**config.mk**
```make
export PLATFORM = sky130hd
export DESIGN_NAME = size_class_distance_culler_top
export DESIGN_NICKNAME = d
export VERILOG_FILES = /design/src/sv/scdc_pkg.sv /design/src/sv/size_class_distance_culler_top.sv
export SDC_FILE = /design/constraint.sdc
export NUM_CORES = 2
export LEC_CHECK = 0
export ABC_AREA = 1
export ABC_CLOCK_PERIOD_IN_PS = 15510
export BUFFER_PORTS_ARGS = -buffer_cell sky130_fd_sc_hd__buf_4
export CAP_MARGIN = 0
export CORE_ASPECT_RATIO = 0.8
export CORE_UTILIZATION = 45
export DETAILED_ROUTE_END_ITERATION = 8
export PLACE_DENSITY_LB_ADDON = 0.12
export SYNTH_ARGS = -nofsm -noshare
export SYNTH_HDL_FRONTEND = slang
export SYNTH_SLANG_ARGS = --single-unit
```
**constraint.sdc**
```tcl
create_clock -name i_clk -period 15.51 [get_ports i_clk]
set_input_delay 2.3265 -clock i_clk [delete_from_list [all_inputs] [get_ports i_clk]]
set_output_delay 2.3265 -clock i_clk [all_outputs]
set_load 0.01 [all_outputs]
```
**src/sv/scdc_pkg.sv**
```systemverilog
// shared types and constants for the size class distance culler
`default_nettype none

package scdc_pkg;

    localparam int TABLE_DEPTH = 8;
    localparam int COORD_WIDTH = 24;

    localparam int IDX_W = (TABLE_DEPTH > 1) ? $clog2(TABLE_DEPTH) : 1;
    localparam int CNT_W = $clog2(TABLE_DEPTH + 1);

    localparam int FIELD_W = 16;
    localparam int ENTRY_INDEX_W = 3;
    localparam int ENTRY_COUNT_W = 4;
    localparam int IDX_CMP_W = (CNT_W > ENTRY_INDEX_W) ? CNT_W : ENTRY_INDEX_W;

    localparam int DIFF_W = ((COORD_WIDTH > FIELD_W) ? COORD_WIDTH : FIELD_W) + 1;
    localparam int PROD_W = 2 * DIFF_W;
    localparam int ACC_W = PROD_W + 2;
    localparam int LIM_SHIFT = 16;
    localparam int CMP_W = PROD_W + LIM_SHIFT;

    localparam int STEP_W = 3;
    localparam logic [STEP_W-1:0] STEP_X = 3'd0;
    localparam logic [STEP_W-1:0] STEP_Y = 3'd1;
    localparam logic [STEP_W-1:0] STEP_Z = 3'd2;
    localparam logic [STEP_W-1:0] STEP_DIST = 3'd3;
    localparam logic [STEP_W-1:0] STEP_LAST_SQ = 3'd4;
    localparam logic [STEP_W-1:0] STEP_CMP = 3'd5;

    localparam int CFG_INDEX_W = 2;
    localparam int CFG_DATA_W = COORD_WIDTH;
    localparam logic [CFG_INDEX_W-1:0] CFG_CAMERA_X = 2'd0;
    localparam logic [CFG_INDEX_W-1:0] CFG_CAMERA_Y = 2'd1;
    localparam logic [CFG_INDEX_W-1:0] CFG_CAMERA_Z = 2'd2;

    localparam int CMD_W = 2;
    localparam int STATUS_W = 2;

    localparam int OFS_RADIUS = 0;
    localparam int OFS_DIST = OFS_RADIUS + FIELD_W;
    localparam int OFS_INDEX = OFS_DIST + FIELD_W;
    localparam int OFS_X = OFS_INDEX + ENTRY_INDEX_W;
    localparam int OFS_Y = OFS_X + COORD_WIDTH;
    localparam int OFS_Z = OFS_Y + COORD_WIDTH;
    localparam int OFS_SIZE = OFS_Z + COORD_WIDTH;
    localparam int IN_BITS = OFS_SIZE + FIELD_W;
    localparam int IN_TDATA_W = ((IN_BITS + 7) / 8) * 8;

    localparam int OUT_BITS = 1 + STATUS_W + ENTRY_COUNT_W;
    localparam int OUT_TDATA_W = ((OUT_BITS + 7) / 8) * 8;

    typedef enum logic [CMD_W-1:0] {
        CMD_INSERT,
        CMD_REMOVE_PAIR,
        CMD_REMOVE_INDEX,
        CMD_QUERY
    } t_cmd;

    typedef enum logic [STATUS_W-1:0] {
        STAT_OK,
        STAT_FULL,
        STAT_NO_MATCH,
        STAT_BAD_INDEX
    } t_status;

    typedef enum logic [2:0] {
        ST_IDLE,
        ST_SCAN,
        ST_SHIFT,
        ST_WRITE,
        ST_MATH,
        ST_DONE
    } t_state;

    typedef struct packed {
        logic [FIELD_W-1:0] radius;
        logic [FIELD_W-1:0] distance;
    } t_entry;

endpackage

`default_nettype wire

```
**src/sv/size_class_distance_culler_top.sv**
```systemverilog
// size class distance culler: table sequencer, shared squarer and result register
// insert scans, shifts the later entries up and writes; remove pair scans and, on a
// match, shifts; remove at index shifts; query scans and may then square and compare;
// a new item is taken only in idle, once the last result is in the output register;
// the table port moves one entry per cycle and one shared multiplier squares the
// three axis deltas and the cull distance in turn
// synchronous active-low reset empties the table and zeroes the camera position
`default_nettype none

module size_class_distance_culler_top (
    input  wire                                   i_clk,
    input  wire                                   i_rst_n,
    input  wire  [scdc_pkg::CFG_INDEX_W-1:0]      i_cfg_index,
    input  wire                                   i_cfg_we,
    input  wire  [scdc_pkg::CFG_DATA_W-1:0]       i_cfg_data,
    input  wire                                   s_axis_tvalid,
    output logic                                  s_axis_tready,
    // class_radius, class_distance, entry_index, object_x, object_y, object_z,
    // object_size, zero pad
    input  wire  [scdc_pkg::IN_TDATA_W-1:0]       s_axis_tdata,
    // command
    input  wire  [scdc_pkg::CMD_W-1:0]            s_axis_tuser,
    output logic                                  m_axis_tvalid,
    input  wire                                   m_axis_tready,
    // visible, status, entry_count, zero pad
    output logic [scdc_pkg::OUT_TDATA_W-1:0]      m_axis_tdata
);
    import scdc_pkg::*;

    localparam logic [CNT_W-1:0] CNT_ONE = 1;
    localparam logic [CNT_W-1:0] CNT_DEPTH = CNT_W'(TABLE_DEPTH);

    t_state r_state, n_state;
    t_cmd r_cmd;
    t_status r_status;
    logic [FIELD_W-1:0] r_rad, r_dist, r_size;
    logic signed [COORD_WIDTH-1:0] r_obj_x, r_obj_y, r_obj_z;
    logic signed [COORD_WIDTH-1:0] r_cam_x, r_cam_y, r_cam_z;
    logic [CNT_W-1:0] r_used, r_ptr, r_pos, r_rd_idx;
    logic r_rd_vld, r_found, r_picked, r_vis;
    logic [FIELD_W-1:0] r_best_gap, r_best_dist;
    logic [STEP_W-1:0] r_step;
    logic [DIFF_W-1:0] r_opnd;
    logic [PROD_W-1:0] r_prod;
    logic [ACC_W-1:0] r_acc;
    logic r_m_valid;
    logic [OUT_TDATA_W-1:0] r_m_data;

    t_entry r_mem [TABLE_DEPTH];
    t_entry r_rd_data;

    logic w_in_acc, w_out_free, w_full, w_bad_idx, w_scan_done, w_shift_done;
    logic w_is_insert, w_match;
    t_cmd w_in_cmd;
    logic [ENTRY_INDEX_W-1:0] w_in_idx;
    logic [FIELD_W-1:0] w_gap;
    logic w_mem_re, w_mem_we;
    logic [CNT_W-1:0] w_rd_src, w_wr_dst;
    t_entry w_wdata;
    logic signed [DIFF_W-1:0] w_sub_a, w_sub_b, w_diff;
    logic [DIFF_W-1:0] w_abs;
    logic [PROD_W-1:0] w_sq;
    logic [CMP_W-1:0] w_lim;

    assign w_in_cmd = t_cmd'(s_axis_tuser);
    assign w_in_idx = s_axis_tdata[OFS_INDEX +: ENTRY_INDEX_W];
    assign w_in_acc = s_axis_tvalid && s_axis_tready;
    assign w_out_free = !r_m_valid || m_axis_tready;
    assign w_full = r_used >= CNT_DEPTH;
    assign w_bad_idx = IDX_CMP_W'(w_in_idx) >= IDX_CMP_W'(r_used);
    assign w_is_insert = r_cmd == CMD_INSERT;
    assign w_scan_done = (r_ptr == r_used) && !r_rd_vld;
    assign w_shift_done = (w_is_insert ? (r_ptr == r_pos) : (r_ptr == r_used)) && !r_rd_vld;
    assign w_match = (r_rd_data.radius == r_rad) && (r_rd_data.distance == r_dist);
    assign w_gap = (r_rd_data.radius > r_size) ? (r_rd_data.radius - r_size)
                                               : (r_size - r_rd_data.radius);
    assign w_diff = w_sub_a - w_sub_b;
    assign w_abs = w_diff[DIFF_W-1] ? $unsigned(-w_diff) : $unsigned(w_diff);
    assign w_sq = PROD_W'(r_opnd) * PROD_W'(r_opnd);
    assign w_lim = {r_prod, LIM_SHIFT'(0)};

    assign s_axis_tready = r_state == ST_IDLE;
    assign m_axis_tvalid = r_m_valid;
    assign m_axis_tdata = r_m_data;

    // next state
    always_comb begin
        n_state = r_state;
        case (r_state)
            ST_IDLE: begin
                if (w_in_acc) begin
                    case (w_in_cmd)
                        CMD_INSERT: n_state = w_full ? ST_DONE : ST_SCAN;
                        CMD_REMOVE_INDEX: n_state = w_bad_idx ? ST_DONE : ST_SHIFT;
                        default: n_state = ST_SCAN;
                    endcase
                end
            end
            ST_SCAN: begin
                if (w_scan_done) begin
                    case (r_cmd)
                        CMD_INSERT: n_state = ST_SHIFT;
                        CMD_REMOVE_PAIR: n_state = r_found ? ST_SHIFT : ST_DONE;
                        CMD_QUERY: n_state = (!r_picked || r_best_dist == '0) ? ST_DONE
                                                                              : ST_MATH;
                        default: n_state = ST_DONE;
                    endcase
                end
            end
            ST_SHIFT: begin
                if (w_shift_done) begin
                    n_state = w_is_insert ? ST_WRITE : ST_DONE;
                end
            end
            ST_WRITE: n_state = ST_DONE;
            ST_MATH: begin
                if (r_step == STEP_CMP) begin
                    n_state = ST_DONE;
                end
            end
            ST_DONE: begin
                if (w_out_free) begin
                    n_state = ST_IDLE;
                end
            end
            default: n_state = ST_IDLE;
        endcase
    end

    // memory port and shared subtractor controls
    always_comb begin
        w_mem_re = 1'b0;
        w_mem_we = 1'b0;
        w_rd_src = r_ptr;
        w_wr_dst = r_pos;
        w_wdata = r_rd_data;
        w_sub_a = '0;
        w_sub_b = '0;
        case (r_state)
            ST_SCAN: w_mem_re = r_ptr < r_used;
            ST_SHIFT: begin
                if (w_is_insert) begin
                    w_mem_re = r_ptr > r_pos;
                    w_rd_src = r_ptr - CNT_ONE;
                    w_wr_dst = r_rd_idx + CNT_ONE;
                end else begin
                    w_mem_re = r_ptr < r_used;
                    w_wr_dst = r_rd_idx - CNT_ONE;
                end
                w_mem_we = r_rd_vld;
            end
            ST_WRITE: begin
                w_mem_we = 1'b1;
                w_wdata.radius = r_rad;
                w_wdata.distance = r_dist;
            end
            ST_MATH: begin
                case (r_step)
                    STEP_X: begin
                        w_sub_a = DIFF_W'(r_obj_x);
                        w_sub_b = DIFF_W'(r_cam_x);
                    end
                    STEP_Y: begin
                        w_sub_a = DIFF_W'(r_obj_y);
                        w_sub_b = DIFF_W'(r_cam_y);
                    end
                    STEP_Z: begin
                        w_sub_a = DIFF_W'(r_obj_z);
                        w_sub_b = DIFF_W'(r_cam_z);
                    end
                    STEP_DIST: w_sub_a = $signed({(DIFF_W - FIELD_W)'(0), r_best_dist});
                    default: ;
                endcase
            end
            default: ;
        endcase
    end

    always_ff @(posedge i_clk) begin
        if (w_mem_we) begin
            r_mem[w_wr_dst[IDX_W-1:0]] <= w_wdata;
        end
        if (w_mem_re) begin
            r_rd_data <= r_mem[w_rd_src[IDX_W-1:0]];
        end
    end

    always_ff @(posedge i_clk) begin
        if (!i_rst_n) begin
            r_state <= ST_IDLE;
            r_used <= '0;
            r_rd_vld <= 1'b0;
            r_m_valid <= 1'b0;
            r_cam_x <= '0;
            r_cam_y <= '0;
            r_cam_z <= '0;
        end else begin
            r_state <= n_state;
            r_rd_vld <= w_mem_re;

            if (i_cfg_we) begin
                case (i_cfg_index)
                    CFG_CAMERA_X: r_cam_x <= i_cfg_data[COORD_WIDTH-1:0];
                    CFG_CAMERA_Y: r_cam_y <= i_cfg_data[COORD_WIDTH-1:0];
                    CFG_CAMERA_Z: r_cam_z <= i_cfg_data[COORD_WIDTH-1:0];
                    default: ;
                endcase
            end

            if (r_state == ST_DONE && w_out_free) begin
                r_m_valid <= 1'b1;
            end else if (m_axis_tready) begin
                r_m_valid <= 1'b0;
            end

            case (r_state)
                ST_IDLE: begin
                    if (w_in_acc) begin
                        r_cmd <= w_in_cmd;
                        r_rad <= s_axis_tdata[OFS_RADIUS +: FIELD_W];
                        r_dist <= s_axis_tdata[OFS_DIST +: FIELD_W];
                        r_obj_x <= s_axis_tdata[OFS_X +: COORD_WIDTH];
                        r_obj_y <= s_axis_tdata[OFS_Y +: COORD_WIDTH];
                        r_obj_z <= s_axis_tdata[OFS_Z +: COORD_WIDTH];
                        r_size <= s_axis_tdata[OFS_SIZE +: FIELD_W];
                        r_found <= 1'b0;
                        r_picked <= 1'b0;
                        r_vis <= 1'b0;
                        if (w_in_cmd == CMD_INSERT && w_full) begin
                            r_status <= STAT_FULL;
                        end else if (w_in_cmd == CMD_REMOVE_INDEX && w_bad_idx) begin
                            r_status <= STAT_BAD_INDEX;
                        end else begin
                            r_status <= STAT_OK;
                        end
                        if (w_in_cmd == CMD_REMOVE_INDEX && !w_bad_idx) begin
                            r_pos <= CNT_W'(w_in_idx);
                            r_ptr <= CNT_W'(w_in_idx) + CNT_ONE;
                        end else begin
                            r_pos <= '0;
                            r_ptr <= '0;
                        end
                    end
                end
                ST_SCAN: begin
                    if (w_mem_re) begin
                        r_ptr <= r_ptr + CNT_ONE;
                        r_rd_idx <= r_ptr;
                    end
                    if (r_rd_vld) begin
                        case (r_cmd)
                            CMD_INSERT: begin
                                if (r_rd_data.radius > r_rad) begin
                                    r_pos <= r_rd_idx + CNT_ONE;
                                end
                            end
                            CMD_REMOVE_PAIR: begin
                                if (!r_found && w_match) begin
                                    r_found <= 1'b1;
                                    r_pos <= r_rd_idx;
                                end
                            end
                            CMD_QUERY: begin
                                if (!r_picked || w_gap < r_best_gap) begin
                                    r_picked <= 1'b1;
                                    r_best_gap <= w_gap;
                                    r_best_dist <= r_rd_data.distance;
                                end
                            end
                            default: ;
                        endcase
                    end
                    if (w_scan_done) begin
                        case (r_cmd)
                            CMD_INSERT: r_ptr <= r_used;
                            CMD_REMOVE_PAIR: begin
                                if (r_found) begin
                                    r_ptr <= r_pos + CNT_ONE;
                                end else begin
                                    r_status <= STAT_NO_MATCH;
                                end
                            end
                            CMD_QUERY: begin
                                if (!r_picked || r_best_dist == '0) begin
                                    r_vis <= 1'b1;
                                end
                                r_step <= STEP_X;
                                r_acc <= '0;
                            end
                            default: ;
                        endcase
                    end
                end
                ST_SHIFT: begin
                    if (w_mem_re) begin
                        r_rd_idx <= w_rd_src;
                        r_ptr <= w_is_insert ? (r_ptr - CNT_ONE) : (r_ptr + CNT_ONE);
                    end
                    if (w_shift_done && !w_is_insert) begin
                        r_used <= r_used - CNT_ONE;
                    end
                end
                ST_WRITE: r_used <= r_used + CNT_ONE;
                ST_MATH: begin
                    r_step <= r_step + STEP_W'(1);
                    if (r_step <= STEP_DIST) begin
                        r_opnd <= w_abs;
                    end
                    if (r_step >= STEP_Y && r_step <= STEP_LAST_SQ) begin
                        r_prod <= w_sq;
                    end
                    if (r_step >= STEP_Z && r_step <= STEP_LAST_SQ) begin
                        r_acc <= r_acc + ACC_W'(r_prod);
                    end
                    if (r_step == STEP_CMP) begin
                        r_vis <= CMP_W'(r_acc) < w_lim;
                    end
                end
                ST_DONE: begin
                    if (w_out_free) begin
                        r_m_data <= OUT_TDATA_W'({ENTRY_COUNT_W'(r_used), r_status, r_vis});
                    end
                end
                default: ;
            endcase
        end
    end

    // table never overfills
    a_used_bound: assert property (@(posedge i_clk) disable iff (!i_rst_n)
        r_used <= CNT_DEPTH)
        else $error("entry count above table depth");

    // read data always belongs to a live entry
    a_read_live: assert property (@(posedge i_clk) disable iff (!i_rst_n)
        r_rd_vld |-> (r_rd_idx < r_used))
        else $error("table read beyond held entries");

    // a new result only follows the done state
    a_result_src: assert property (@(posedge i_clk) disable iff (!i_rst_n)
        $rose(r_m_valid) |-> $past(r_state) == ST_DONE)
        else $error("result raised outside done state");

    // distance sum starts from zero
    a_acc_clear: assert property (@(posedge i_clk) disable iff (!i_rst_n)
        (r_state == ST_MATH && r_step == STEP_X) |-> r_acc == '0)
        else $error("distance accumulator not cleared");

endmodule

`default_nettype wire

```
==> reports/results.env <==
WORST_MARGIN_SLEW_NS=1.237
MAX_CAP_VIOL_COUNT=0
SETUP_TOTAL_NEGATIVE_SLACK_NS=0
CP_DATA_ARRIVAL_TIME_NS=7.52
SETUP.WORST_PATH.START='r_opnd[14]'
MOST_FREQUENT_CELL_AFTER_SYNTHESIS='sky130_fd_sc_hd__inv_1'
SYNTH-EDFF-COUNT=595
WORSTSKEWPAIRLATENCY_NS=0.69
ASYNCSETRESETFLOPFRACSYNTH_PCT=0
YS_TYPES=56
NNETSFINAL=7282
CTS_MADE_BUFFERS=75
CLK_PIN_SLEW_NS=0.06
FINAL-SETUP-VIOL-COUNT=0
CLOCK_TREE.HTREE_LEVEL_COUNT=3
FF2FF_PATH_DEPTH=25
CTS_TREE='built'
POSTSYNTHAREAPERCELL_UM2=8.817
CORE_ROWS=113
PLACEMENT.IO_BUFFERS=164
MAXIMUM_NUMBER_OF_PINS_ON_ONE_NET_BEFORE_GLOBAL_ROUTE_REPAIR=84
YS_DOMINANT_REG_CELL='sky130_fd_sc_hd__edfxtp_1'
GRT.TOTAL_USAGE_PCT=24.04
SYNTHESIS.NETS=7165
SYNTH.TOP_CELLS.BY_COUNT='sky130_fd_sc_hd__inv_1 (1268), sky130_fd_sc_hd__nand2_1 (1147), sky130_fd_sc_hd__nor2_1 (639), sky130_fd_sc_hd__edfxtp_1 (595), sky130_fd_sc_hd__fa_1 (470)'
CRIT_REG_REG_STARTPOINT='r_opnd[14]'
GRT_FIRST_PASS_WIRELENGTH_UM=228900
FIRST_GLOBAL_VIAS=40010
MAX_SLEW_MARGIN_PCT=16.63
INITIAL_ANTENNA_VIOLATION_COUNT=7
GLOBALROUTE.TOTALOVERFLOW=0
GP_CONGESTION=0.9472
WORST-R2R-SETUP-SLACK_NS=8.37
CRITPATHREQUIREDTIME_NS=15.90
DIE_W_UM=390.1
SYNTH-SEQ-AREA-SHARE_PCT=35.93
FINAL_ANTENNA_NET_COUNT=0
CLOCK_TREE.BUFFER_DEPTH=3
WIRE_PER_INST_UM=18.31
SYNTH-XOR-AREA-SHARE_PCT=1.970
DIE_H_UM=312.5
POST-CTS-SETUP-BUFFERS=0
FIN_WORST_SKEW_NS=0.05854
FINAL-MAX-SLEW-VIOLATION-COUNT=0
WORSTPATHMAXFANOUT=25
HP-CLASS='reg -> reg'
CRITICALPATHCATEGORY='reg -> reg'
DP_HPWL_UM=110800
CRIT_END='r_prod[40]'
WORSTSETUPENDPOINTTYPE='flip-flop'
DRT_ITER0_DRC=2887
PIN_COUNT=171
SYNTH_TOP_FAMILY_BY_AREA='adder cells'
MIN_FROM='r_status[1]'
SYNTH_ADDER_AREA_SHARE_PCT=26.18
DRT-VIAS-PER-INSTANCE=5.091
SYNTH_SIMPLE_GATE_AREA_SHARE_PCT=15.44
ROUTE.VIAS.TOTAL=40430
ROUTE.FINAL.WIRE_LENGTH_UM=145400
CTS.SINKS=676
SYNTH_TOP_AREA_CELL='sky130_fd_sc_hd__edfxtp_1'
SYNTH-SEQ-CELLS=676
POSTSYNTHCELLCOUNT=6151
RSZ0062_AT_GRT='no'
POST_SYNTHESIS_COMPOUND_GATE_AREA_FRACTION_PCT=9.475
FLOORPLAN.DIE_AREA_UM2=121900
INITIAL_CORE_UTIL_PCT=45.56
FINAL-HOLD-VIOLATION-COUNT=0
YOSYS-TOP-CELLS-AREA='sky130_fd_sc_hd__edfxtp_1 (33%), sky130_fd_sc_hd__fa_1 (17%), sky130_fd_sc_hd__ha_1 (8.8%), sky130_fd_sc_hd__inv_1 (8.8%), sky130_fd_sc_hd__nand2_1 (7.9%)'
SYNTH.YOSYS.WARNINGS=0
CORE-AREA_UM2=119000
CTS_ROOT_BUF='sky130_fd_sc_hd__clkbuf_16'
SYNTH.AREA.MUX_SHARE_PCT=0.6852
ACHIEVABLE-FREQUENCY_GHz=0.1401
LAYOUT_CELL_SHARE_WITH_DRIVE_STRENGTH_BEYOND_1_PCT=6.558
SYNTHDOMINANTCELLAREASHARE_PCT=32.94
CTS_RESIZED=0
SYN_TO_FINAL_GROWTH_PCT=10.11
DRT_PRE_ANTENNA_ITERS=6
HOLDBUFCOUNTCTS=0
POST-ROUTE-DRC-COUNT=0
LAYOUT_MIN_CYCLE_TIME_NS=7.136
FINAL_MIN_PERIOD_OVER_CLOCK_PERIOD_PCT=46.01
STATUS='finished clean'
RR_ENDPOINT='r_prod[40]'
SYNTH.CELL_AREA_UM2=54240
FILLERINSTANCES=11500
CRIT_PATH_START_KIND='flip-flop'
cell families after synthesis:
| kind of cell | Yosys count |
|---|---|
| adder cells (fa/ha/maj) | 853 |
| AND/OR/NAND/NOR | 2088 |
| other | 1 |
| XOR/XNOR | 122 |
| buffers and inverters | 1459 |
| multiplexers | 33 |
| flip-flops | 676 |
| AO/OA/AOI/OAI | 919 |
flip-flops by register name, indices dropped and copies added, names as in the netlist, 25 cells and up:
signal / count
r_rd_data: 32
r_acc: 52
r_prod: 49
r_opnd: 25
r_mem: 256
cell type report:
| type | instances | area (um^2) | area share [%] |
|---|---|---|---|
| flip-flops and latches | 676 | 19490 | 32.63 |
| diodes | 3 | 7.507 | 0.01257 |
| well taps | 1610 | 2014 | 3.373 |
| clock inverters | 46 | 464.2 | 0.7773 |
| inverters | 1278 | 4806 | 8.048 |
| multi-input cells | 4016 | 29300 | 49.06 |
| repair buffers | 221 | 1659 | 2.778 |
| clock buffers | 91 | 1978 | 3.312 |
cell usage in the layout (no fill, tap or decap), types with 10 or more instances in the layout:
cell type,count
sky130_fd_sc_hd__o21a_1,23
sky130_fd_sc_hd__xnor2_1,38
sky130_fd_sc_hd__o21ai_0,395
sky130_fd_sc_hd__clkbuf_1,13
sky130_fd_sc_hd__nand4_1,34
sky130_fd_sc_hd__a21o_1,22
sky130_fd_sc_hd__clkinv_2,12
sky130_fd_sc_hd__inv_1,1268
sky130_fd_sc_hd__clkbuf_16,76
sky130_fd_sc_hd__a31oi_1,29
sky130_fd_sc_hd__o21ai_1,15
sky130_fd_sc_hd__a22o_1,15
sky130_fd_sc_hd__o22ai_1,68
sky130_fd_sc_hd__a21oi_1,269
sky130_fd_sc_hd__fa_1,470
sky130_fd_sc_hd__edfxtp_1,595
sky130_fd_sc_hd__ha_1,383
sky130_fd_sc_hd__buf_4,221
sky130_fd_sc_hd__o21bai_1,26
sky130_fd_sc_hd__dfxtp_1,81
sky130_fd_sc_hd__nor2_4,16
sky130_fd_sc_hd__a211oi_1,10
sky130_fd_sc_hd__clkinv_1,17
sky130_fd_sc_hd__nand2_1,1146
sky130_fd_sc_hd__nor3_1,39
sky130_fd_sc_hd__nor4_1,21
sky130_fd_sc_hd__nor2_1,623
sky130_fd_sc_hd__mux2_2,33
sky130_fd_sc_hd__a221oi_1,17
sky130_fd_sc_hd__xor2_1,84
sky130_fd_sc_hd__nand3_1,182
per-layer routing:
metal	track usage (%)	vias up	routed length (um)
met5	0	-	58
met4	4.911	8	2503
met3	3.935	154	8557
met2	35.54	1007	61660
met1	36.95	19380	72590
li1	-	19880	-
worst min path at each step:
stage,endpoint,cells after the start
floorplan,m_axis_tdata[0],0
global placement,m_axis_tdata[0],0
detailed placement,m_axis_tdata[0],0
CTS,m_axis_tdata[2],0
global route,m_axis_tdata[1],0
finish,m_axis_tdata[2],0
worst max-delay path: stages, from the launching register on:
cell and delay [ns]:
sky130_fd_sc_hd__edfxtp_1 0.33, sky130_fd_sc_hd__buf_4 0.37, sky130_fd_sc_hd__nand2_1 0.19, sky130_fd_sc_hd__fa_1 0.56, sky130_fd_sc_hd__inv_1 0.06, sky130_fd_sc_hd__fa_1 0.53, sky130_fd_sc_hd__inv_1 0.06, sky130_fd_sc_hd__fa_1 0.52
sky130_fd_sc_hd__inv_1 0.06, sky130_fd_sc_hd__fa_1 0.51, sky130_fd_sc_hd__inv_1 0.06, sky130_fd_sc_hd__fa_1 0.53, sky130_fd_sc_hd__inv_1 0.05, sky130_fd_sc_hd__fa_1 0.48, sky130_fd_sc_hd__inv_1 0.05, sky130_fd_sc_hd__fa_1 0.48
sky130_fd_sc_hd__inv_1 0.04, sky130_fd_sc_hd__ha_1 0.36, sky130_fd_sc_hd__nand2_1 0.11, sky130_fd_sc_hd__nor2_1 0.23, sky130_fd_sc_hd__inv_1 0.13, sky130_fd_sc_hd__nor4_1 0.59, sky130_fd_sc_hd__a21oi_1 0.21, sky130_fd_sc_hd__nor2_1 0.12
sky130_fd_sc_hd__nor2_1 0.07, sky130_fd_sc_hd__xnor2_1 0.15
through the flow:
step	cell area, um^2	util [%]	worst slack, ns	cells	hold slack [ns]
2_1_floorplan	54240	-	7.056	6151	0.4003
3_3_place_gp	57270	48.11	8.465	7801	0.4018
3_5_place_dp	57270	48.11	8.437	7801	0.4107
4_1_cts	59710	50.16	8.384	7938	0.4385
5_1_grt	59710	50.16	8.058	7939	0.4559
6_report	59720	50.16	8.374	7941	0.4335
Power is not shown: default switching activity piles up to over one toggle a cycle in this logic, so the estimate is an artifact.
